==> src/hw/rtl/dstp_pkg.sv <==
package dstp_pkg;

  localparam int unsigned GAIN_W  = 24;
  localparam int unsigned CFG_IDX_W = 4;
  localparam int unsigned PROD_W  = 58;
  localparam int unsigned ACC_W   = 61;
  localparam int unsigned TURN_W  = 25;
  localparam int unsigned SPEED_W = 14;

  localparam logic [CFG_IDX_W-1:0] REG_GAIN_P_LAT  = 4'd0;
  localparam logic [CFG_IDX_W-1:0] REG_GAIN_D_LAT  = 4'd1;
  localparam logic [CFG_IDX_W-1:0] REG_GAIN_I_LAT  = 4'd2;
  localparam logic [CFG_IDX_W-1:0] REG_GAIN_P_HEAD = 4'd3;
  localparam logic [CFG_IDX_W-1:0] REG_GAIN_D_HEAD = 4'd4;
  localparam logic [CFG_IDX_W-1:0] REG_GAIN_I_HEAD = 4'd5;
  localparam logic [CFG_IDX_W-1:0] REG_TURN_LIMIT  = 4'd6;
  localparam logic [CFG_IDX_W-1:0] REG_STOP_DIST   = 4'd7;

  localparam logic [GAIN_W-1:0] RST_GAIN_P_LAT  = 24'd1966080;
  localparam logic [GAIN_W-1:0] RST_GAIN_D_LAT  = 24'd327680;
  localparam logic [GAIN_W-1:0] RST_GAIN_I_LAT  = 24'd1966;
  localparam logic [GAIN_W-1:0] RST_GAIN_P_HEAD = 24'd327680;
  localparam logic [GAIN_W-1:0] RST_GAIN_D_HEAD = 24'd0;
  localparam logic [GAIN_W-1:0] RST_GAIN_I_HEAD = 24'd0;
  localparam logic [GAIN_W-1:0] RST_TURN_LIMIT  = 24'd26214;
  localparam logic [GAIN_W-1:0] RST_STOP_DIST   = 24'd197;

  typedef struct packed {
    logic [GAIN_W-1:0] gain_p_lat;
    logic [GAIN_W-1:0] gain_d_lat;
    logic [GAIN_W-1:0] gain_i_lat;
    logic [GAIN_W-1:0] gain_p_head;
    logic [GAIN_W-1:0] gain_d_head;
    logic [GAIN_W-1:0] gain_i_head;
    logic [GAIN_W-1:0] turn_limit;
    logic [GAIN_W-1:0] stop_dist;
  } dstp_cfg_t;

  typedef struct packed {
    logic ok;
    logic stop;
    logic near;
  } dstp_flags_t;

  typedef struct packed {
    logic signed [31:0] e_lat;
    logic signed [32:0] d_lat;
    logic signed [31:0] sum_lat;
    logic signed [19:0] e_head;
    logic signed [20:0] d_head;
    logic signed [31:0] sum_head;
    dstp_flags_t        flags;
  } dstp_ops_t;

endpackage

==> src/hw/rtl/dstp_out.sv <==
module dstp_out
  import dstp_pkg::*;
#(
  parameter int unsigned FRAC_BITS = 16
) (
  input  logic                    clk_i,
  input  logic                    rst_ni,
  input  logic                    valid_i,
  output logic                    ready_o,
  input  logic signed [ACC_W-1:0] acc_i,
  input  dstp_flags_t             flags_i,
  input  logic [GAIN_W-1:0]       turn_limit_i,
  output logic                    valid_o,
  input  logic                    ready_i,
  output logic [TURN_W-1:0]       turn_rate_o,
  output logic [SPEED_W-1:0]      drive_speed_o,
  output logic                    finished_o,
  output logic                    aborted_o
);

  localparam longint unsigned OneQ = 64'd1 << FRAC_BITS;
  localparam logic [SPEED_W-1:0] SPD_FAR  = SPEED_W'(-((OneQ + 64'd5) / 64'd10));
  localparam logic [SPEED_W-1:0] SPD_NEAR = SPEED_W'(-((OneQ + 64'd10) / 64'd20));

  logic signed [ACC_W-1:0] w, lim, wc;
  logic [TURN_W-1:0]       turn_q, turn_d;
  logic [SPEED_W-1:0]      speed_q, speed_d;
  logic                    fin_q, fin_d, abt_q, abt_d, vld_q;

  assign ready_o       = !vld_q || ready_i;
  assign valid_o       = vld_q;
  assign turn_rate_o   = turn_q;
  assign drive_speed_o = speed_q;
  assign finished_o    = fin_q;
  assign aborted_o     = abt_q;

  always_comb begin
    w   = acc_i >>> FRAC_BITS;
    lim = $signed({{(ACC_W-GAIN_W){1'b0}}, turn_limit_i});
    if (w > lim) begin
      wc = lim;
    end else if (w < -lim) begin
      wc = -lim;
    end else begin
      wc = w;
    end
    if (!flags_i.ok) begin
      turn_d  = '0;
      speed_d = '0;
      fin_d   = 1'b0;
      abt_d   = 1'b1;
    end else if (flags_i.stop) begin
      turn_d  = '0;
      speed_d = '0;
      fin_d   = 1'b1;
      abt_d   = 1'b0;
    end else begin
      turn_d  = wc[TURN_W-1:0];
      speed_d = flags_i.near ? SPD_NEAR : SPD_FAR;
      fin_d   = 1'b0;
      abt_d   = 1'b0;
    end
  end

  always_ff @(posedge clk_i or negedge rst_ni) begin
    if (!rst_ni) begin
      vld_q <= 1'b0;
    end else if (ready_o) begin
      vld_q <= valid_i;
    end
  end

  always_ff @(posedge clk_i) begin
    if (ready_o && valid_i) begin
      turn_q  <= turn_d;
      speed_q <= speed_d;
      fin_q   <= fin_d;
      abt_q   <= abt_d;
    end
  end

endmodule

==> config.mk <==
export PLATFORM = sky130hd
export DESIGN_NAME = dstp_out
export DESIGN_NICKNAME = d
export VERILOG_FILES = /design/src/hw/rtl/dstp_pkg.sv /design/src/hw/rtl/dstp_out.sv
export SDC_FILE = /design/constraint.sdc
export NUM_CORES = 1
export LEC_CHECK = 0
export BUFFER_PORTS_ARGS = -buffer_cell sky130_fd_sc_hd__buf_2
export CORE_UTILIZATION = 40
export DETAILED_ROUTE_END_ITERATION = 6
export HOLD_SLACK_MARGIN = 0.06
export PLACE_DENSITY = 0.76
export SYNTH_ARGS = -nofsm -noshare
export SYNTH_HDL_FRONTEND = slang
export SYNTH_SLANG_ARGS = --single-unit
==> constraint.sdc <==
create_clock -name clk_i -period 4.3 [get_ports clk_i]
set_input_delay 0.43 -clock clk_i [delete_from_list [all_inputs] [get_ports clk_i]]
set_output_delay 0.43 -clock clk_i [all_outputs]
set_load 0.02 [all_outputs]
==> flow_metrics.tcl <==
set metrics [dict create \
    outcome "completed" \
    cp-end-kind "flop" \
    fin_ws_ns 0.08335 \
    cts_htree_levels 2 \
    cts_inserted_buffers 5 \
    wl_per_cell_um 16.82 \
    required_ns 4.35 \
    start_kind "input port" \
    grt_max_degree 31 \
    cts_tree "done" \
    vias 4886 \
    max_freq_mhz 237.2 \
    layoutNonFillerInstCount 842 \
    crit_family "simple AND/OR/NAND/NOR gates" \
    clkTransAtPathRegs_ns 0.07 \
    syn_area_um2 4397 \
    cpMaxStageDelayCell "or3_4" \
    nFillCells 925 \
    clockRootBuffer "clkbuf_8" \
    synth_ff_type "edfxtp_1" \
    cap_violations 0 \
    setup_viol_count_final 0 \
    place_congestion 0.9917 \
    n_antenna_cell 0 \
    p_leak_uw 0.002863 \
    drt_iter0_markers 373 \
    portBuffers 115 \
    start_util_pct 41.84 \
    place_inst 828 \
    area_growth_syn_to_layout_pct 34.23 \
    critical_path.max_fanout 11 \
    antenna_found_initial 0 \
    ys_ff_latch 31 \
    path_class "in2reg" \
    nets 878 \
    worstPathBufferInverterCount 5 \
    hp-class "in2reg" \
    post-route-cell-area_um2 5902 \
    first_pass_iters 7 \
    drive_above_1_share_pct 33.00 \
    remaining_drc_errors 0 \
    power_density_nw_per_um2 175.5 \
    cts.sinks 31 \
    io_pins 135 \
    dieArea_um2 11410 \
    synth_warnings 0 \
    grt_pass1_vias 4785 \
    post-route-period-util_pct 98.06 \
    clk_latency_ns 0.30 \
    ant_nets 0 \
    grt-ovfl-total 0 \
    viasPerCell 5.803 \
    worstPathCellList "buf_2 -> or3_4 -> nand4b_4 -> buf_6 -> nor3_2 -> buf_4 -> and2_1 -> and3_4 -> ha_4 -> ha_4 -> nand4_1 -> nor4_2 -> nand3_1 -> o31a_1 -> o311ai_4 -> nor2_4 -> buf_12 -> buf_12 -> or3_1 -> o211a_1" \
    slew_headroom_pct 52.77 \
    synth_edf_count 30 \
    cts_max_path_buffers 2 \
    hold_ws_ns 0.3402 \
    synth_area_per_cell_um2 8.343 \
    placedInstanceArea_um2 5612 \
    fin_skew_ns 0.004378 \
    yosysSeqAreaShare_pct 21.06 \
    final_cell_mix "buf_2 (115), ha_1 (79), buf_4 (79)" \
    worstPathArrival_ns 4.27 \
    place_ws_ns -0.2314 \
    post-route-min-period_ns 4.217 \
    worst_pin_slew_ns 0.7058 \
    num_rows 37 \
    wirelength_mm 14.16 \
    finalHoldViolCount 0 \
    max-vdd-ir-drop_v 0.0001647 \
    die_y_um 106.8 \
    slew_viol_final 0 \
    layout_commonest_cell "buf_2" \
    syn-instance-count 527 \
    grt_pass1_wl_mm 22.21 \
    async_reset_ff_share_pct 3.226 \
    core-area_um2 10510 \
    dpl.hpwl_mm 11.16 \
    die_x_um 106.8 \
    track_usage_pct 24.40 \
    ys_types 59 \
    slowest_delay_ns 0.39 \
]
-- sequential cells by signal (all words and copies together) (netlist names) --
register	count
finished_o	1
aborted_o	1
valid_o	1
turn_rate_o	25
drive_speed_o	3
-- routing by layer --
metal | share of wire [%] | track usage (%)
met2 | 49 | 42.53
met4 | 3.9 | 12.82
met3 | 7.2 | 3.040
met1 | 40 | 29.21
met5 | 0 | 0
-- layout make-up --
class,count,area (um^2),share of cell area [%]
Multi-Input combinational cell,434,3316,56.18
Timing Repair Buffer,199,1250,21.18
Sequential cell,31,925.9,15.69
Tap cell,136,170.2,2.883
Inverter,34,127.6,2.162
Clock buffer,5,68.82,1.166
Clock inverter,3,43.79,0.7420
-- stage by stage --
step           setup TNS [ns]  util, %  total power, uW
4_1_cts                     0    54.57             1026
2_1_floorplan               0        -            573.1
3_3_place_gp           -2.990    53.40            717.6
3_5_place_dp           -3.512    53.40            732.9
6_report                    0    56.16             1036
5_1_grt              -0.04411    56.16             1089
-- power by group --
part / leakage, uW / internal [uW] / switching, uW
registers: 0.000308 / 352 / 4.34
clock network: 0.0000581 / 172 / 118
logic: 0.00250 / 165 / 225
-- repair_timing --
action                                  in CTS  in global routing
resized for setup                            0                 20
hold buffers                                 1                  0
hold endpoints to repair                     1                  0
endpoints found under the setup margin       0                 25
buffers inserted                             0                  5
-- final timing paths --
| path | from | to | slack [ns] | cells past startpoint |
|---|---|---|---|---|
| worst min register to register | valid_o | valid_o | 0.56 | 2 |
| max in group asynchronous | rst_ni | valid_o | 3.78 | 2 |
| worst max register to register | valid_o | turn_rate_o[15] | 2.97 | 3 |
| worst max-delay path | turn_limit_i[11] | turn_rate_o[20] | 0.08 | 20 |
| worst min-delay path | valid_i | valid_o | 0.34 | 2 |
| min in group asynchronous | rst_ni | valid_o | 0.44 | 2 |
-- kinds of logic after synthesis --
kind of cell | share of synthesized area [%]
mux | 0.7967
simple gates | 22.85
compound gates | 21.17
buf+inv | 6.574
flops | 21.06
other cells | 0.08529
xor+xnor | 4.183
fa+ha+maj | 23.28
-- synth_stat cells, types with 3 or more instances --
master	n	area share (%)
a2111oi_0	3	0.60
a211oi_1	6	1.0
a21o_1	9	1.5
a21oi_1	34	3.9
a22o_1	7	1.4
a2bb2oi_1	11	2.2
a31oi_1	4	0.57
and2_1	5	0.71
and3_1	5	0.71
buf_2	5	0.57
buf_4	11	1.9
clkbuf_1	11	0.94
edfxtp_1	30	20
ha_1	81	23
inv_1	34	2.9
nand2_1	40	3.4
nand2b_1	8	1.1
nand3_1	13	1.5
nand4_1	17	2.4
nor2_1	31	2.6
nor3_1	42	4.8
nor4_1	14	2.0
o211ai_1	4	0.68
o21a_1	3	0.51
o21ai_0	30	3.4
o31ai_1	10	1.7
xnor2_1	19	3.8
Power figures use the tool's default switching activity.
