==> src/hw/rtl/dstp_pkg.sv <==
package dstp_pkg;

  localparam int unsigned GAIN_W  = 24;
  localparam int unsigned CFG_IDX_W = 4;
  localparam int unsigned PROD_W  = 58;
  localparam int unsigned ACC_W   = 61;
  localparam int unsigned TURN_W  = 25;
  localparam int unsigned SPEED_W = 14;

  localparam logic [CFG_IDX_W-1:0] REG_GAIN_P_LAT  = 4'd0;
  localparam logic [CFG_IDX_W-1:0] REG_GAIN_D_LAT  = 4'd1;
  localparam logic [CFG_IDX_W-1:0] REG_GAIN_I_LAT  = 4'd2;
  localparam logic [CFG_IDX_W-1:0] REG_GAIN_P_HEAD = 4'd3;
  localparam logic [CFG_IDX_W-1:0] REG_GAIN_D_HEAD = 4'd4;
  localparam logic [CFG_IDX_W-1:0] REG_GAIN_I_HEAD = 4'd5;
  localparam logic [CFG_IDX_W-1:0] REG_TURN_LIMIT  = 4'd6;
  localparam logic [CFG_IDX_W-1:0] REG_STOP_DIST   = 4'd7;

  localparam logic [GAIN_W-1:0] RST_GAIN_P_LAT  = 24'd1966080;
  localparam logic [GAIN_W-1:0] RST_GAIN_D_LAT  = 24'd327680;
  localparam logic [GAIN_W-1:0] RST_GAIN_I_LAT  = 24'd1966;
  localparam logic [GAIN_W-1:0] RST_GAIN_P_HEAD = 24'd327680;
  localparam logic [GAIN_W-1:0] RST_GAIN_D_HEAD = 24'd0;
  localparam logic [GAIN_W-1:0] RST_GAIN_I_HEAD = 24'd0;
  localparam logic [GAIN_W-1:0] RST_TURN_LIMIT  = 24'd26214;
  localparam logic [GAIN_W-1:0] RST_STOP_DIST   = 24'd197;

  typedef struct packed {
    logic [GAIN_W-1:0] gain_p_lat;
    logic [GAIN_W-1:0] gain_d_lat;
    logic [GAIN_W-1:0] gain_i_lat;
    logic [GAIN_W-1:0] gain_p_head;
    logic [GAIN_W-1:0] gain_d_head;
    logic [GAIN_W-1:0] gain_i_head;
    logic [GAIN_W-1:0] turn_limit;
    logic [GAIN_W-1:0] stop_dist;
  } dstp_cfg_t;

  typedef struct packed {
    logic ok;
    logic stop;
    logic near;
  } dstp_flags_t;

  typedef struct packed {
    logic signed [31:0] e_lat;
    logic signed [32:0] d_lat;
    logic signed [31:0] sum_lat;
    logic signed [19:0] e_head;
    logic signed [20:0] d_head;
    logic signed [31:0] sum_head;
    dstp_flags_t        flags;
  } dstp_ops_t;

endpackage

==> src/hw/rtl/dstp_cfg.sv <==
module dstp_cfg
  import dstp_pkg::*;
(
  input  logic                 clk_i,
  input  logic                 rst_ni,
  input  logic                 cfg_valid_i,
  output logic                 cfg_ready_o,
  input  logic [CFG_IDX_W-1:0] cfg_index_i,
  input  logic [GAIN_W-1:0]    cfg_data_i,
  output dstp_cfg_t            cfg_o
);

  dstp_cfg_t cfg_q, cfg_d;

  assign cfg_ready_o = 1'b1;
  assign cfg_o       = cfg_q;

  always_comb begin
    cfg_d = cfg_q;
    if (cfg_valid_i) begin
      case (cfg_index_i)
        REG_GAIN_P_LAT:  cfg_d.gain_p_lat  = cfg_data_i;
        REG_GAIN_D_LAT:  cfg_d.gain_d_lat  = cfg_data_i;
        REG_GAIN_I_LAT:  cfg_d.gain_i_lat  = cfg_data_i;
        REG_GAIN_P_HEAD: cfg_d.gain_p_head = cfg_data_i;
        REG_GAIN_D_HEAD: cfg_d.gain_d_head = cfg_data_i;
        REG_GAIN_I_HEAD: cfg_d.gain_i_head = cfg_data_i;
        REG_TURN_LIMIT:  cfg_d.turn_limit  = cfg_data_i;
        REG_STOP_DIST:   cfg_d.stop_dist   = cfg_data_i;
        default:         cfg_d = cfg_q;
      endcase
    end
  end

  always_ff @(posedge clk_i or negedge rst_ni) begin
    if (!rst_ni) begin
      cfg_q.gain_p_lat  <= RST_GAIN_P_LAT;
      cfg_q.gain_d_lat  <= RST_GAIN_D_LAT;
      cfg_q.gain_i_lat  <= RST_GAIN_I_LAT;
      cfg_q.gain_p_head <= RST_GAIN_P_HEAD;
      cfg_q.gain_d_head <= RST_GAIN_D_HEAD;
      cfg_q.gain_i_head <= RST_GAIN_I_HEAD;
      cfg_q.turn_limit  <= RST_TURN_LIMIT;
      cfg_q.stop_dist   <= RST_STOP_DIST;
    end else begin
      cfg_q <= cfg_d;
    end
  end

endmodule

==> config.mk <==
export PLATFORM = sky130hd
export DESIGN_NAME = dstp_cfg
export DESIGN_NICKNAME = d
export VERILOG_FILES = /design/src/hw/rtl/dstp_pkg.sv /design/src/hw/rtl/dstp_cfg.sv
export SDC_FILE = /design/constraint.sdc
export NUM_CORES = 1
export LEC_CHECK = 0
export BUFFER_PORTS_ARGS = -buffer_cell sky130_fd_sc_hd__buf_2
export CAP_MARGIN = 20
export CORE_MARGIN = 1.5
export CORE_UTILIZATION = 30
export DETAILED_ROUTE_END_ITERATION = 10
export GPL_ROUTABILITY_DRIVEN = 0
export PLACE_DENSITY = 0.59
export SLEW_MARGIN = 30
export SYNTH_ARGS = -nofsm -noshare
export SYNTH_HDL_FRONTEND = slang
export SYNTH_SLANG_ARGS = --single-unit
==> constraint.sdc <==
create_clock -name clk_i -period 0.9 [get_ports clk_i]
set_input_delay 0.09 -clock clk_i [delete_from_list [all_inputs] [get_ports clk_i]]
set_output_delay 0.09 -clock clk_i [all_outputs]
set_load 0.02 [all_outputs]
==> results of run 1 <==
==> kinds of logic after synthesis <==
| logic type | Yosys count |
|---|---|
| buffers and inverters | 21 |
| AND/OR/NAND/NOR | 12 |
| flip-flops | 192 |
| multiplexers | 192 |
| other | 1 |
==> timing repair <==
action                                 in CTS  in global routing
endpoints found under the hold margin     246                  0
cloned                                     15                  0
resized for setup                         454                 32
pin swaps                                   5                  4
buffers inserted                           78                 53
hold buffers                               14                  0
setup endpoints to repair                 352                375
==> report_power, final <==
part / switching, W / leakage [nW] / internal [W]
combinational: 0.00505 / 3.61 / 0.00745
clock: 0.00390 / 0.312 / 0.00412
sequential: 0.00168 / 2.30 / 0.0109
==> cell type report <==
class                      count  area, µm²
sequential                   192       4840
clock inverter                15        218
clock buffer                  17        425
multi-input combinational    205       2800
fill                        1888      11300
timing repair buffer         391       4190
tap                          324        405
==> through the flow <==
| stage | TNS, ns | setup slack (ns) | cell area, µm² | cells |
|---|---|---|---|---|
| 2_1_floorplan | -46.77 | -0.391 | 7700 | 418 |
| 3_3_place_gp | -95.44 | -0.584 | 9380 | 970 |
| 3_5_place_dp | -99.97 | -0.608 | 9380 | 970 |
| 4_1_cts | -60.21 | -0.327 | 12600 | 1109 |
| 5_1_grt | -67.91 | -0.352 | 12900 | 1144 |
| 6_report | -55.67 | -0.303 | 12900 | 1144 |
==> worst max-delay path by stage <==
stage,depth (start not counted),end,slack (ns),start
final,1,cfg_o[38],-0.30,cfg_o[38]
after global routing,1,cfg_o[7],-0.35,cfg_o[7]
after CTS,1,cfg_o[38],-0.33,cfg_o[38]
after detailed placement,5,cfg_o[93],-0.61,cfg_index_i[3]
after global placement,5,cfg_o[85],-0.58,cfg_index_i[3]
after floorplan,5,cfg_o[75],-0.39,cfg_index_i[1]
==> metal layers <==
metal  part of all wire  wire length [µm]  vias to the layer above  global-route usage
met4              0.024               594                        0              0.0626
met2               0.50             12200                      177               0.323
met5                  0                 0                        -                   0
met3              0.040               982                       35              0.0464
met1               0.44             10600                     2678               0.246
li1                   -                 -                     2257                   -
==> layout by cell type (no fill, tap or decap), drive strengths merged <==
master	n
buf	376
dlygate4sd3	14
nor3b	3
nand3b	3
and3	1
inv	9
clkbuf	18
dfstp	28
bufinv	1
or3	1
nand2	2
dfrtp	164
mux2	192
nor2	2
conb	1
clkinv	5
==> results.md, run 1 <==
- Routed vias: 5147
- Residual DRC: 0
- Library cells used by synthesis: 19
- CP Capture Type: primary output
- R2R Path Start: cfg_o[115]
- Final number of max-transition violations: 0
- Die ar.: 25500 µm²
- Violated checks: negative setup slack
- Main flop type after synthesis: dfrtp_1
- Antenna cell count: 0
- 1st-iter DRT viols: 205
- CTS tree: done
- Largest net degree at the start of global routing: 53
- Final Hold Fails: 0
- WP buf/inv: 1
- Routed WL: 24400 µm
- Top-count cell post-synth: mux2_2
- GR Overflow Total: 0
- Yosys warns: 0
- Root Driver: clkbuf_16
- Wire length per cell: 21.3 µm
- Initial antenna violation count: 0
- Core Footprint: 24200 µm²
- Worst-case reg-to-reg path depth: 3
- Worst Setup Start Kind: flip-flop
- Worst endpoint required time: 0.81 ns
- Largest family of logic cells by synthesized area: multiplexers
- IO Port Bufs: about 220
- Drt via density: 4.50
- Register area share after synthesis: 0.658
- Outcome: complete, but fails checks
- Number of flip-flops in the largest register: 192
- GRT Overall Usage: 0.193
- Arrival time at the worst endpoint: 1.11 ns
- Final min period: roughly 1.2 ns
- Post-synth top area cell: dfrtp_1
- Setup ws final: -0.303 ns
- Classification of the worst setup path: reg2out
- XOR/XNOR Fraction of Synth Area: 0
- Cell count after synthesis: 418
- Synth async-reset ratio: 1.00
- RSZ-0062 raised after global routing: yes
- P_leak: 6.23 nW
- Maxcap violations: 0
- RR Endpoint: cfg_o[115]
- Hold_ws: 0.0149 ns
- Top cells by area, synth: dfrtp_1, mux2_2, dfstp_2
- CP max-delay cell: dfstp_2
- Die width: 160 µm
- Post-layout utilization of the core: 0.532
- CTS HTree Levels: 4
- Tcrit/Tclk final: 1.34
- Clk_skew: 0 ns
- Share of layout cells above drive strength 1: 0.780
- Clock-pin transition on the worst setup and hold timing paths: around 0.08 ns
- First-pass GRT wire length: between 30000 and 40000 µm
- Max Fanout on Critical Path: 2
- Complex-gate fraction of the synthesized area: 0
- Vias in the first global route: approximately 5700
- Num rows: 57
- VDD IR max: 1470 µV
- DRT Pass-1 Iters: 4
- Simple-gate portion of the synthesized area: 0.0158
- Clock Path Buffers: 2
- CP Cell Sequence: buf_6
- Initial core utilization: 0.304
- Hold Path Class: in2reg
- Post-synth top area share: 0.558
- Post-Syn Nets: about 450
- Crit-path max cell delay: 0.56 ns
- Avg Cell Area, Syn: 17.6 µm²
- Total power draw: roughly 0.033 W
- Clk Latency, worst-skew pair: 0.42 ns
- Synthesized area: 7350 µm²
- Die height: about 160 µm
- Power per cell area: 2570 nW/µm²
- CP delay by family, top: flip-flops
- Area Overhead vs Synth: 75.0%
- Post-route ant nets: 0
- Final net count: 838
- Seq cells post-synth: around 190
- Total clock sinks: 192
- Endpoint, Worst Hold: cfg_o[43]
- Commonest cells in the netlist: mux2_2, dfrtp_1, dfstp_2, mux2_4, buf_2
- Cts bufs inserted: 17
- # IOs: 224
- Hold path depth: 2
- Final HPWL DP: 13500 µm
- Setup violators final: between 300 and 400
- Fmax: 831 MHz
- Post-synth EDFFs: 0
- Flop-to-flop setup slack: -0.16 ns
- Post-synthesis adder-cell area fraction: 0
- Mux cell area share after synthesis: 0.304
- Hold path startpoint: cfg_data_i[19]
No activity file was read; power rests on OpenSTA's default activity.
==> inputs of run 2 (changes only) <==
- ABC_AREA: not set -> 1
- SKIP_LAST_GASP: not set -> 1
==> run 2 against run 1 <==
- largest cell class unchanged
- the flow still finishes with violations (negative setup slack)
- worst setup slack got worse by 0.0067 ns
- via count up 46%
- count of clock-buffer cells in the layout up 1
- critical path type unchanged
- first-iteration DRC count rose to 2.6 times the previous value
==> results.md, run 2 <==
- Library cells used by synthesis: 18
- DRT Pass-1 Iters: 5
- Yosys warns: 0
- Internal: 0.0201 W
- CP delay by family, top: flip-flops
- Violated checks: negative setup slack
- Total negative slack: -34.31 ns
- Vias in the first global route: 7280
- Seq cells post-synth: 192
- Area Overhead vs Synth: 52.4%
- Power per cell area: 2460 nW/µm²
- Max Fanout on Critical Path: 2
- Worst Setup SP: cfg_o[123]
- Reg power frac: 0.399
- Num rows: 60
- Commonest cells in the netlist: nand2_1, dfrtp_1, nand4_1, buf_2, inv_1
- RSZ-0062 raised after global routing: yes
- Cts bufs inserted: 17
- Worst-case reg-to-reg path depth: 4
- RR Endpoint: cfg_o[38]
- Pre-CTS WS: -0.224 ns
- Most frequent cells in the layout: nand2_1, buf_6, dfrtp_1
- Setup ws final: -0.310 ns
- Die ar.: 28200 µm²
- GR Overflow Total: 0
- Setup violators final: about 190
- Switching share of power: 0.344
- Drt via density: between 4 and 5
- Worst setup path endpoint: cfg_o[123]
- # IOs: between 200 and 250
- Flop-to-flop setup slack: -0.06 ns
- Power share of the combinational group: 0.351
- Initial core utilization: 0.305
- CP max-delay cell: dfstp_2
- Arrival time at the worst endpoint: roughly 1.1 ns
- Post-route ant nets: 0
- R2R Path Start: cfg_o[38]
- Die width: 168 µm
- P_leak: 6.49 nW
- Clk Latency, worst-skew pair: 0.42 ns
- Core Footprint: 26800 µm²
- Register area share after synthesis: 0.593
- Cell count after synthesis: 925
- Final HPWL DP: 18500 µm
- Worst Setup Start Kind: flip-flop
- Total clock sinks: roughly 190
- VDD IR max: 971 µV
- Top-count cell post-synth: nand2_1
- Die height: roughly 170 µm
- Post-synth top area share: 0.503
- Final net count: 1257
- Critical path depth in cells: 1
- Wire length per cell: roughly 18 µm
- Fmax: 827 MHz
- Number of flip-flops in the largest register: 192
- Final instance area: 12400 µm²
- Top cells by area, synth: dfrtp_1, nand2_1, dfstp_2
- Residual DRC: 0
- Routed vias: 7517
- Synthesized area: 8170 µm²
- Post-synth EDFFs: 0
- Maxcap violations: 0
- Crit-path max cell delay: 0.57 ns
- CTS tree: done
- Hold_ws: 0.0101 ns
- CP Capture Type: primary output
- Clock Path Buffers: 2
- First-pass GRT wire length: 43400 µm
- Synth async-reset ratio: 1.00
- WP buf/inv: 1
- Post-Syn Nets: roughly 960
- Post-synth top area cell: dfrtp_1
- Initial antenna violation count: 0
- Worst endpoint required time: 0.81 ns
- Clk_skew: 0 ns
- Root Driver: clkbuf_16
- 1st-iter DRT viols: about 540
- Outcome: complete, but fails checks
- Final number of max-transition violations: 0
- Clock-pin transition on the worst setup and hold timing paths: about 0.070 ns
- CTS HTree Levels: 4
- Placed Area: 9960 µm²
- Final min period: 1.21 ns
- IO Port Bufs: 222
- Share of layout cells above drive strength 1: 0.352
- Post-layout utilization of the core: 0.464
- Commonest non-fill, non-tap cell in the layout: nand2_1
- Largest net degree at the start of global routing: 59
- Main flop type after synthesis: dfrtp_1
- Tcrit/Tclk final: 1.34
- GRT Overall Usage: 0.202
- CP Cell Sequence: buf_6
- Final Hold Fails: 0
- Antenna cell count: 0
- Hold Path Class: in2reg
- Switching power: 0.0105 W
- Classification of the worst setup path: reg2out
- Routed WL: 28600 µm
- Clock Power Share: 0.250
- Avg Cell Area, Syn: approximately 8.8 µm²
run 2: changes by cell type after synthesis, sizes merged, moves of 3 or more:
cell,before,now
buf,19,59
clkbuf,2,24
inv,0,54
mux2,192,0
nand2,2,435
nand3,0,7
nand3b,3,0
nand4,0,96
nor2,2,9
nor3b,3,0
o21bai,0,48
run 2: per-layer routing:
metal | up-vias | track usage | share of wire
met2 | 281 | 0.329 | 0.49
met3 | 45 | 0.0303 | 0.050
met4 | 0 | 0.0826 | 0.024
met5 | - | 0 | 0
met1 | 3663 | 0.271 | 0.44
li1 | 3528 | - | -
run 2: logic make-up after synthesis:
group                  share of synthesized area
AO/OA/AOI/OAI                             0.0441
buffers and inverters                     0.0722
flip-flops                                 0.593
other                                   0.000459
AND/OR/NAND/NOR                            0.291
run 2: worst min path at each step:
stage | startpoint | endpoint | slack, ns | depth (start not counted)
5_1_grt | cfg_data_i[5] | cfg_o[77] | 0.005 | 3
6_report | cfg_data_i[2] | cfg_o[2] | 0.01 | 3
2_1_floorplan | rst_ni | cfg_o[100] | -0.21 | 0
3_5_place_dp | rst_ni | cfg_o[75] | -0.05 | 1
4_1_cts | cfg_data_i[2] | cfg_o[2] | 0.000009 | 3
3_3_place_gp | rst_ni | cfg_o[75] | -0.05 | 1
run 2: power groups by stage:
stage               registers [W]  logic (W)  clock network (W)
floorplan                  0.0141    0.00211                  0
global placement           0.0119    0.00742                  0
detailed placement         0.0119    0.00752                  0
CTS                        0.0122     0.0102            0.00785
global route               0.0124     0.0115            0.00822
finish                     0.0122     0.0108            0.00766
run 2: worst register-to-register path, delay by kind of cell (launching register included):
kind / cells / cell delay [ns]
AO/OA/AOI/OAI: 1 / 0.14
AND/OR/NAND/NOR: 1 / 0.08
flip-flops: 1 / 0.56
buffers and inverters: 2 / 0.13
run 2: per-stage QoR:
stage	instances	power [W]
6_report	1580	0.0306
5_1_grt	1580	0.0321
4_1_cts	1537	0.0302
3_5_place_dp	1460	0.0194
3_3_place_gp	1460	0.0193
2_1_floorplan	925	0.0162
run 2: area by class of cell:
type	instances	area, µm²
multi-input cells	596	2760
fillers	2492	14400
well taps	341	427
clock buffers	18	429
clock inverters	14	148
inverters	54	203
flip-flops and latches	192	4840
repair buffers	365	3640
run 2: timing repair:
| action | CTS | global route |
|---|---|---|
| pin swaps | 0 | 3 |
| hold endpoints to repair | 210 | 0 |
| endpoints found under the setup margin | 192 | 195 |
| buffers inserted | 33 | 43 |
| gates cloned | 0 | 0 |
| hold buffers | 12 | 0 |
| resized for setup | 385 | 4 |
