<file path="src/hw/rtl/dstp_pkg.sv">
package dstp_pkg;

  localparam int unsigned GAIN_W  = 24;
  localparam int unsigned CFG_IDX_W = 4;
  localparam int unsigned PROD_W  = 58;
  localparam int unsigned ACC_W   = 61;
  localparam int unsigned TURN_W  = 25;
  localparam int unsigned SPEED_W = 14;

  localparam logic [CFG_IDX_W-1:0] REG_GAIN_P_LAT  = 4'd0;
  localparam logic [CFG_IDX_W-1:0] REG_GAIN_D_LAT  = 4'd1;
  localparam logic [CFG_IDX_W-1:0] REG_GAIN_I_LAT  = 4'd2;
  localparam logic [CFG_IDX_W-1:0] REG_GAIN_P_HEAD = 4'd3;
  localparam logic [CFG_IDX_W-1:0] REG_GAIN_D_HEAD = 4'd4;
  localparam logic [CFG_IDX_W-1:0] REG_GAIN_I_HEAD = 4'd5;
  localparam logic [CFG_IDX_W-1:0] REG_TURN_LIMIT  = 4'd6;
  localparam logic [CFG_IDX_W-1:0] REG_STOP_DIST   = 4'd7;

  localparam logic [GAIN_W-1:0] RST_GAIN_P_LAT  = 24'd1966080;
  localparam logic [GAIN_W-1:0] RST_GAIN_D_LAT  = 24'd327680;
  localparam logic [GAIN_W-1:0] RST_GAIN_I_LAT  = 24'd1966;
  localparam logic [GAIN_W-1:0] RST_GAIN_P_HEAD = 24'd327680;
  localparam logic [GAIN_W-1:0] RST_GAIN_D_HEAD = 24'd0;
  localparam logic [GAIN_W-1:0] RST_GAIN_I_HEAD = 24'd0;
  localparam logic [GAIN_W-1:0] RST_TURN_LIMIT  = 24'd26214;
  localparam logic [GAIN_W-1:0] RST_STOP_DIST   = 24'd197;

  typedef struct packed {
    logic [GAIN_W-1:0] gain_p_lat;
    logic [GAIN_W-1:0] gain_d_lat;
    logic [GAIN_W-1:0] gain_i_lat;
    logic [GAIN_W-1:0] gain_p_head;
    logic [GAIN_W-1:0] gain_d_head;
    logic [GAIN_W-1:0] gain_i_head;
    logic [GAIN_W-1:0] turn_limit;
    logic [GAIN_W-1:0] stop_dist;
  } dstp_cfg_t;

  typedef struct packed {
    logic ok;
    logic stop;
    logic near;
  } dstp_flags_t;

  typedef struct packed {
    logic signed [31:0] e_lat;
    logic signed [32:0] d_lat;
    logic signed [31:0] sum_lat;
    logic signed [19:0] e_head;
    logic signed [20:0] d_head;
    logic signed [31:0] sum_head;
    dstp_flags_t        flags;
  } dstp_ops_t;

endpackage

</file>
<file path="src/hw/rtl/dstp_err.sv">
module dstp_err
  import dstp_pkg::*;
#(
  parameter int unsigned FRAC_BITS = 16
) (
  input  logic               clk_i,
  input  logic               rst_ni,
  input  logic               valid_i,
  output logic               ready_o,
  input  logic               first_tick_i,
  input  logic               data_ok_i,
  input  logic signed [31:0] pos_forward_i,
  input  logic signed [31:0] pos_lateral_i,
  input  logic signed [18:0] pos_heading_i,
  input  logic [GAIN_W-1:0]  stop_dist_i,
  output logic               valid_o,
  input  logic               ready_i,
  output dstp_ops_t          ops_o
);

  localparam longint unsigned OneQ = 64'd1 << FRAC_BITS;
  localparam logic signed [32:0] K_0_01 = 33'((OneQ + 64'd50) / 64'd100);
  localparam logic signed [32:0] K_0_5  = 33'(OneQ >> 1);
  localparam logic signed [32:0] K_0_1  = 33'((OneQ + 64'd5) / 64'd10);

  function automatic logic signed [31:0] sat33(input logic signed [32:0] v);
    if (v[32] != v[31]) begin
      sat33 = {v[32], {31{~v[32]}}};
    end else begin
      sat33 = v[31:0];
    end
  endfunction

  logic signed [31:0] prev_lat_q, prev_lat_d, sum_lat_q, sum_lat_d;
  logic signed [19:0] prev_head_q, prev_head_d;
  logic signed [31:0] sum_head_q, sum_head_d;
  logic               vld_q;
  dstp_ops_t          ops_q, ops_d;

  logic               accept;
  logic signed [31:0] pl, sl, sh;
  logic signed [19:0] ph, e_head;
  logic signed [32:0] x_ext, y_ext, ay;
  logic signed [32:0] d_lat;
  logic signed [20:0] d_head;
  logic signed [31:0] new_sl, new_sh;
  logic               integ;

  assign ready_o = !vld_q || ready_i;
  assign accept  = valid_i && ready_o;
  assign valid_o = vld_q;
  assign ops_o   = ops_q;

  always_comb begin
    pl = first_tick_i ? 32'sd0 : prev_lat_q;
    sl = first_tick_i ? 32'sd0 : sum_lat_q;
    ph = first_tick_i ? 20'sd0 : prev_head_q;
    sh = first_tick_i ? 32'sd0 : sum_head_q;

    e_head = -$signed({pos_heading_i[18], pos_heading_i});
    x_ext  = {pos_forward_i[31], pos_forward_i};
    y_ext  = {pos_lateral_i[31], pos_lateral_i};
    ay     = y_ext[32] ? -y_ext : y_ext;
    integ  = (ay < K_0_01) && (x_ext < K_0_5);

    d_lat  = y_ext - {pl[31], pl};
    d_head = {e_head[19], e_head} - {ph[19], ph};
    new_sl = integ ? sat33({sl[31], sl} + y_ext) : sl;
    new_sh = integ ? sat33({sh[31], sh} + {{13{e_head[19]}}, e_head}) : sh;

    prev_lat_d  = prev_lat_q;
    prev_head_d = prev_head_q;
    sum_lat_d   = sum_lat_q;
    sum_head_d  = sum_head_q;
    if (accept) begin
      if (data_ok_i) begin
        prev_lat_d  = pos_lateral_i;
        prev_head_d = e_head;
        sum_lat_d   = new_sl;
        sum_head_d  = new_sh;
      end else if (first_tick_i) begin
        prev_lat_d  = '0;
        prev_head_d = '0;
        sum_lat_d   = '0;
        sum_head_d  = '0;
      end
    end

    ops_d.e_lat      = pos_lateral_i;
    ops_d.d_lat      = d_lat;
    ops_d.sum_lat    = new_sl;
    ops_d.e_head     = e_head;
    ops_d.d_head     = integ ? d_head : 21'sd0;
    ops_d.sum_head   = integ ? new_sh : 32'sd0;
    ops_d.flags.ok   = data_ok_i;
    ops_d.flags.stop = x_ext < $signed({9'b0, stop_dist_i});
    ops_d.flags.near = x_ext < K_0_1;
  end

  always_ff @(posedge clk_i or negedge rst_ni) begin
    if (!rst_ni) begin
      prev_lat_q  <= '0;
      prev_head_q <= '0;
      sum_lat_q   <= '0;
      sum_head_q  <= '0;
      vld_q       <= 1'b0;
    end else begin
      prev_lat_q  <= prev_lat_d;
      prev_head_q <= prev_head_d;
      sum_lat_q   <= sum_lat_d;
      sum_head_q  <= sum_head_d;
      if (ready_o) begin
        vld_q <= valid_i;
      end
    end
  end

  always_ff @(posedge clk_i) begin
    if (accept) begin
      ops_q <= ops_d;
    end
  end

endmodule

</file>
<file path="config.mk">
export PLATFORM = sky130hd
export DESIGN_NAME = dstp_err
export DESIGN_NICKNAME = d
export VERILOG_FILES = /design/src/hw/rtl/dstp_pkg.sv /design/src/hw/rtl/dstp_err.sv
export SDC_FILE = /design/constraint.sdc
export NUM_CORES = 1
export LEC_CHECK = 0
export BUFFER_PORTS_ARGS = -buffer_cell sky130_fd_sc_hd__buf_2
export CAP_MARGIN = 15
export CORE_MARGIN = 8
export CORE_UTILIZATION = 53
export DETAILED_ROUTE_END_ITERATION = 12
export PLACE_DENSITY = 0.78
export SLEW_MARGIN = 20
export SYNTH_ARGS = -nofsm -noshare
export SYNTH_HDL_FRONTEND = slang
export SYNTH_SLANG_ARGS = --single-unit
export TNS_END_PERCENT = 100
</file>
<file path="constraint.sdc">
create_clock -name clk_i -period 5.46 [get_ports clk_i]
set_clock_uncertainty 0.05 [all_clocks]
set_input_delay 1.638 -clock clk_i [delete_from_list [all_inputs] [get_ports clk_i]]
set_output_delay 1.638 -clock clk_i [all_outputs]
set_load 0.02 [all_outputs]
</file>
==> flow_summary.json, run 1 <==
{
  "status": "complete, no violations",
  "fmax_mhz": 194,
  "first_pass_iters": 5,
  "yosysSeqAreaShare_pct": 43.9,
  "synth_commonest_cells": "nand2_1, edfxtp_1, a21oi_1",
  "htree_num_levels": 1,
  "fp-row-count": 68,
  "synth.net_count": 2127,
  "worst_setup_path_end_kind": "register",
  "worst-path-max-fanout": 21,
  "syn_to_final_growth_pct": 27.9,
  "ys_warn_count": 0,
  "wl_per_cell_um": 20.1,
  "syn_area_per_cell_um2": 9.89,
  "worst_pin_slew_ns": 1.03,
  "synthTopCellsByArea": "edfxtp_1, dfrtp_1, ha_1, a21oi_1, nand2_1",
  "antenna_found_initial": 1,
  "place_congestion": 0.943,
  "pin_count": 288,
  "placed_area_um2": 22700,
  "hp-class": "reg -> reg",
  "arrival_ns": 5.61,
  "min_from": "sum_lat_q[16]$_DFFE_PN0P_",
  "reg2reg_from": "sum_lat_q[0]$_DFFE_PN0P_",
  "ys_seq_elements": 290,
  "cp-start-kind": "input port",
  "overflow": 0,
  "port_buffers": 287,
  "clk_latency_ns": 0.59,
  "core-area_um2": 34500,
  "cp_num_buf_inv": 5,
  "grt_pass1_vias": 17300,
  "drive_gt1_share_pct": 27.9,
  "clk_pin_slew_ns": 0.06,
  "fin_crit_sh_pct": 94.4,
  "final_cells": 2894,
  "power_mw": 5.81,
  "postRouteAntennaNets": 0,
  "max-vdd-ir-drop_uv": 252,
  "drcViolationCount": 0,
  "grt_use_total_pct": 27.2,
  "post_synth_num_cell_types": 77,
  "start_util_pct": 53.7,
  "ctsLongestPathBuffers": 3,
  "hold_ws_ns": 0.426,
  "clkSinkCount": 290,
  "worstSetupEndpoint": "sum_head_q[28]$_DFFE_PN0P_",
  "yosysMostFrequentCell": "nand2_1",
  "rsz0062_at_grt": "false",
  "criticalPathCategory": "in -> reg",
  "drt_iter0_drc": 1334,
  "clock_tree.root_cell": "clkbuf_16",
  "crit_family": "simple AND/OR/NAND/NOR gates",
  "netlist_area_um2": 18500,
  "layout.nets": 2670,
  "max-cap-violations": 0,
  "slew_violations": 0,
  "post-place-cells": 2836,
  "synth_top_area_share_pct": 28.1,
  "power_density_nw_per_um2": 245,
  "hold_buffers": 0,
  "hold_viol_final": 0,
  "finalWirelength_mm": 58.3,
  "hpwl_mm": 44.5,
  "worst_ep_required_time_ns": 5.91,
  "slowest_delay_ns": 0.54,
  "slew_headroom_pct": 31.2,
  "synthCells": 1871,
  "final_area_um2": 23700,
  "via_per_inst": 5.90,
  "synth_edf_count": 173,
  "vias": 17100,
  "p_leak_nw": 11.2,
  "dieWidth_um": 203,
  "die_area_um2": 41200,
  "grt_max_degree": 77,
  "cp_slowest_cell": "or4_4",
  "antenna_cells": 0,
  "finalSetupTns_ns": 0,
  "die_y_um": 203,
  "crit_cells": 18,
  "period_needed_ns": 5.15,
  "path_cells": "buf_2 > or4_4 > or4_4 > nor3_4 > xor2_2 > inv_2 > ha_4 > inv_2 > o41ai_2 > a311oi_2 > o21a_1 > o31a_1 > xnor2_1 > or2_1 > buf_4 > nand2_1 > buf_12 > o21ai_0",
  "grt_pass1_wl_mm": 91.4,
  "setup_viol": 0,
  "rrSetupSlack_ns": 1.28,
  "async_flop_share_pct": 40.3,
  "startpoint": "pos_heading_i[10]",
  "ys.flop_type": "edfxtp_1",
  "yosysTopAreaCell": "edfxtp_1",
  "r2r-end": "ops_o[98]$_DFFE_PP_",
  "r2r_cells": 15,
  "cts_tree": "yes",
  "cts_buffers": 31
}
-- cell type report --
type | instances | area (um2)
sequential | 290 | 8120
multi-input combinational | 1441 | 9970
inverter | 66 | 251
timing repair buffer | 584 | 3810
clock inverter | 16 | 111
clock buffer | 42 | 837
tap | 455 | 569
fill | 2678 | 10800
-- report_power, final --
part	leakage [nW]	switching (mW)	internal, mW
clock network	0.455	0.894	1.12
registers	3.26	0.0574	2.49
logic	7.45	0.736	0.513
-- timing repair --
item | 4_1_cts | 5_1_grt
buffers inserted | 0 | 0
gates resized for setup | 0 | 3
endpoints found under the hold margin | 0 | 0
endpoints found under the setup margin | 0 | 8
-- state kept, by name (all words and copies together) (netlist names) --
name,count
sum_head_q,32
valid_o,1
ops_o,173
prev_head_q,20
prev_lat_q,32
sum_lat_q,32
-- worst min-delay path, stage by stage (launching register included) --
cell	delay, ns
dfrtp_1	0.34
nand2_1	0.04
o21ai_0	0.06
-- stage by stage --
| stage | utilization (%) | worst slack, ns |
|---|---|---|
| final | 68.7 | 0.306 |
| after global routing | 68.7 | 0.0146 |
| after CTS | 68.7 | 0.290 |
| after detailed placement | 65.9 | -0.303 |
| after global placement | 65.9 | -0.188 |
| after floorplan | - | -0.108 |
-- placed cells by master, fill, tap and decap left out, types with 24 or more instances in the layout --
cell type,instances
a22o_1,57
edfxtp_1,173
nand2_1,182
ha_1,138
nor2_1,112
a221o_1,26
buf_2,286
nand3_1,49
buf_4,287
clkbuf_16,31
nor3_1,28
o21ai_0,102
nor2b_1,94
dfrtp_1,117
and2_1,29
and3_1,24
xnor2_1,65
a21oi_1,151
a21o_1,63
xor2_1,45
inv_1,62
-- layer usage --
metal,global-route usage (%),wire (um),vias up
met5,0,13,-
met4,10.1,2290,2
li1,-,-,8014
met2,46.4,27700,698
met1,34.3,24000,8216
met3,4.45,4220,151
-- cell families after synthesis --
family                   Yosys count  share of synthesized area, %
multiplexers                      18                          1.05
flip-flops                       290                          43.9
AND/OR/NAND/NOR                  615                          16.7
AO/OA/AOI/OAI                    545                          19.6
XOR/XNOR                         114                          5.54
adder cells (fa/ha/maj)          149                          10.2
buffers and inverters            140                          3.03
-- worst min path at each step --
| stage | end | depth (start not counted) | slack, ns |
|---|---|---|---|
| after floorplan | sum_head_q[27]$_DFFE_PN0P_ | 2 | 0.39 |
| after global placement | sum_lat_q[18]$_DFFE_PN0P_ | 2 | 0.40 |
| after detailed placement | sum_lat_q[20]$_DFFE_PN0P_ | 2 | 0.41 |
| after CTS | sum_lat_q[16]$_DFFE_PN0P_ | 2 | 0.43 |
| after global routing | sum_lat_q[20]$_DFFE_PN0P_ | 2 | 0.44 |
| final | sum_lat_q[16]$_DFFE_PN0P_ | 2 | 0.43 |
(Power assumes the default switching activity.)
==> inputs of run 2 (changes only) <==
- ABC_AREA: default -> 1
- CELL_PAD_IN_SITES_DETAIL_PLACEMENT: default -> 1
- CELL_PAD_IN_SITES_GLOBAL_PLACEMENT: default -> 2
- CORE_UTILIZATION: 53 -> 31
- CTS_CLUSTER_DIAMETER: default -> 30
- PLACE_DENSITY: 0.78 -> default
- PLACE_DENSITY_LB_ADDON: default -> 0.1
==> flow_summary.json, run 2 <==
{
  "synthCells": 2602,
  "pin_count": 288,
  "fp-row-count": 93,
  "worst_slack_ns": 0.660,
  "first_pass_iters": 5,
  "slew_violations": 0,
  "fillCellCount": 7830,
  "clk_latency_ns": 0.61,
  "fin_crit_sh_pct": 87.9,
  "layout.nets": 3212,
  "ys_seq_elements": 290,
  "slowest_delay_ns": 0.41,
  "cts_tree": "yes",
  "port_buffers": 287,
  "ys.flop_type": "edfxtp_1",
  "place_congestion": 0.885,
  "postRouteAntennaNets": 0,
  "cts_buffers": 92,
  "die_y_um": 271,
  "via_per_inst": 5.01,
  "clock_tree.root_cell": "clkbuf_16",
  "grt_pass1_vias": 21200,
  "grt_use_total_pct": 20.5,
  "core-area_um2": 64500,
  "max-vdd-ir-drop_uv": 249,
  "cp-start-kind": "input port",
  "rsz0062_at_grt": "false",
  "dieWidth_um": 271,
  "htree_num_levels": 3,
  "hpwl_mm": 57.1,
  "synthTopCellsByArea": "edfxtp_1, dfrtp_1, nand2_1, ha_1, a21oi_1",
  "layout_common_cells": "nand2_1, a21oi_1, buf_2, nor2_1, inv_1",
  "wl_per_cell_um": 19.6,
  "syn_to_final_growth_pct": 29.0,
  "grt_max_degree": 185,
  "drive_gt1_share_pct": 17.6,
  "path_cells": "buf_2 > inv_1 > nand4_1 > nor3_1 > nand2_1 > xnor2_1 > inv_1 > ha_1 > a21oi_1 > o21ai_0 > a21oi_1 > nand2_1 > nand4_1 > nand3_1 > nand2_1 > nand2_1 > nand2_1 > buf_4 > nand3_1 > nand2_1 > nand2_1 > a21oi_1",
  "yosysSeqAreaShare_pct": 40.2,
  "drcViolationCount": 0,
  "dp_slack_ns": 0.0565,
  "multi_input_area_um2": 10700,
  "wl_met1_mm": 33.2,
  "start_util_pct": 31.3,
  "hold_viol_final": 0,
  "worst_pin_slew_ns": 0.998,
  "yosysMostFrequentCell": "nand2_1",
  "worst_setup_path_end_kind": "register",
  "clkSinkCount": 290,
  "die_area_um2": 73600,
  "status": "complete, no violations",
  "largest_reg_flops": 173,
  "period_needed_ns": 4.80,
  "grt_pass1_wl_mm": 121,
  "finalSetupTns_ns": 0,
  "criticalPathCategory": "in -> reg",
  "synth_commonest_cells": "nand2_1, a21oi_1, nor2_1",
  "p_leak_nw": 12.6,
  "synth_top_area_share_pct": 25.7,
  "ys_warn_count": 0,
  "wl_met3_mm": 3.05,
  "cts_resized": 0,
  "setup_viol": 0,
  "netlist_area_um2": 20200,
  "worst-path-max-fanout": 12,
  "hp-class": "reg -> reg",
  "clk_pin_slew_ns": 0.04,
  "synth.net_count": 2858,
  "final_area_um2": 26100,
  "max-cap-violations": 0,
  "syn_area_per_cell_um2": 7.76,
  "synth_edf_count": 173,
  "met2_length_mm": 38.1,
  "post_synth_num_cell_types": 47,
  "fmax_mhz": 208,
  "regArea_um2": 8120,
  "antenna_found_initial": 2,
  "overflow": 0,
  "async_flop_share_pct": 40.3,
  "finalWirelength_mm": 76.5,
  "highest_layer": "met4",
  "postCtsSetupRepairBufs": 0,
  "slew_headroom_pct": 33.5,
  "worst_ep_required_time_ns": 5.94,
  "placed_area_um2": 22900,
  "hold_buffers": 0,
  "arrival_ns": 5.28,
  "yosysTopAreaCell": "edfxtp_1",
  "power_density_nw_per_um2": 378,
  "critPathMostFrequentCell": "nand2_1",
  "vias": 19500,
  "crit_family": "simple AND/OR/NAND/NOR gates",
  "ctsLongestPathBuffers": 3,
  "drt_iter0_drc": 886,
  "final_common_cell": "nand2_1",
  "cp_slowest_cell": "nor3_1",
  "cp_num_buf_inv": 4
}
==> run 2: cell count changes in the layout (fill, tap and decap cells not counted), moves of 32 or more <==
cell and change:
nand3_1 +77, nor2_1 +128, inv_1 +171, a22o_1 -57, a22oi_1 +32, a21o_1 -54
a21oi_1 +160, clkbuf_16 +63, buf_4 -231, xor2_1 +46, nand2_1 +486, o21ai_0 +39
nor2b_1 -94
==> run 2: where the power goes <==
| part | internal (mW) | leakage [nW] | switching [mW] |
|---|---|---|---|
| Clock | 3.65 | 1.49 | 1.60 |
| Combinational | 0.632 | 7.92 | 1.29 |
| Sequential | 2.57 | 3.17 | 0.0902 |
==> run 2: cell type report <==
class	instances	share of cell area, %
Multi-Input combinational cell	1971	41.2
Clock buffer	112	9.44
Sequential cell	290	31.2
Timing Repair Buffer	353	7.95
Clock inverter	62	2.53
Antenna cell	1	0.00960
Tap cell	855	4.11
Inverter	248	3.60
==> run 2: cells by family after synthesis <==
kind of cell	after synthesis	share of synthesized area [%]
buf+inv	341	6.67
fa+ha+maj	143	9.01
simple gates	1138	23.3
flops	290	40.2
xor+xnor	131	5.68
compound gates	559	15.1
==> run 2: worst paths after layout <==
kind / start / to / slack [ns] / cells after the start
worst max-delay path: pos_heading_i[0] / sum_head_q[21]$_DFFE_PN0P_ / 0.66 / 22
worst min-delay path: prev_lat_q[12]$_DFFE_PN0P_ / prev_lat_q[12]$_DFFE_PN0P_ / 0.42 / 2
worst max register to register: sum_lat_q[0]$_DFFE_PN0P_ / ops_o[84]$_DFFE_PP_ / 1.88 / 19
worst min register to register: prev_lat_q[12]$_DFFE_PN0P_ / prev_lat_q[12]$_DFFE_PN0P_ / 0.42 / 2
max in group asynchronous: rst_ni / sum_lat_q[17]$_DFFE_PN0P_ / 3.36 / 2
min in group asynchronous: rst_ni / prev_head_q[13]$_DFFE_PN0P_ / 1.00 / 1
==> run 2: per-stage QoR <==
step           hold slack, ns  total power, mW  util (%)  cells
2_1_floorplan           0.399             3.92         -   2602
3_3_place_gp            0.412             4.61      35.6   3717
3_5_place_dp            0.417             4.64      35.6   3717
4_1_cts                 0.428             9.99      40.4   3891
5_1_grt                 0.448             10.3      40.4   3892
6_report                0.424             9.84      40.4   3892
==> run 2: tightest hold or removal path, stage by stage (launching register included) <==
cell and delay (ns):
dfrtp_1 0.33, nand2_1 0.05, nand2_1 0.05
==> run 2: routing by layer <==
| metal | track usage, % | vias up |
|---|---|---|
| met5 | 0 | - |
| met4 | 6.99 | 0 |
| met3 | 3.65 | 127 |
| met2 | 36.5 | 370 |
| met1 | 24.6 | 9481 |
| li1 | - | 9537 |
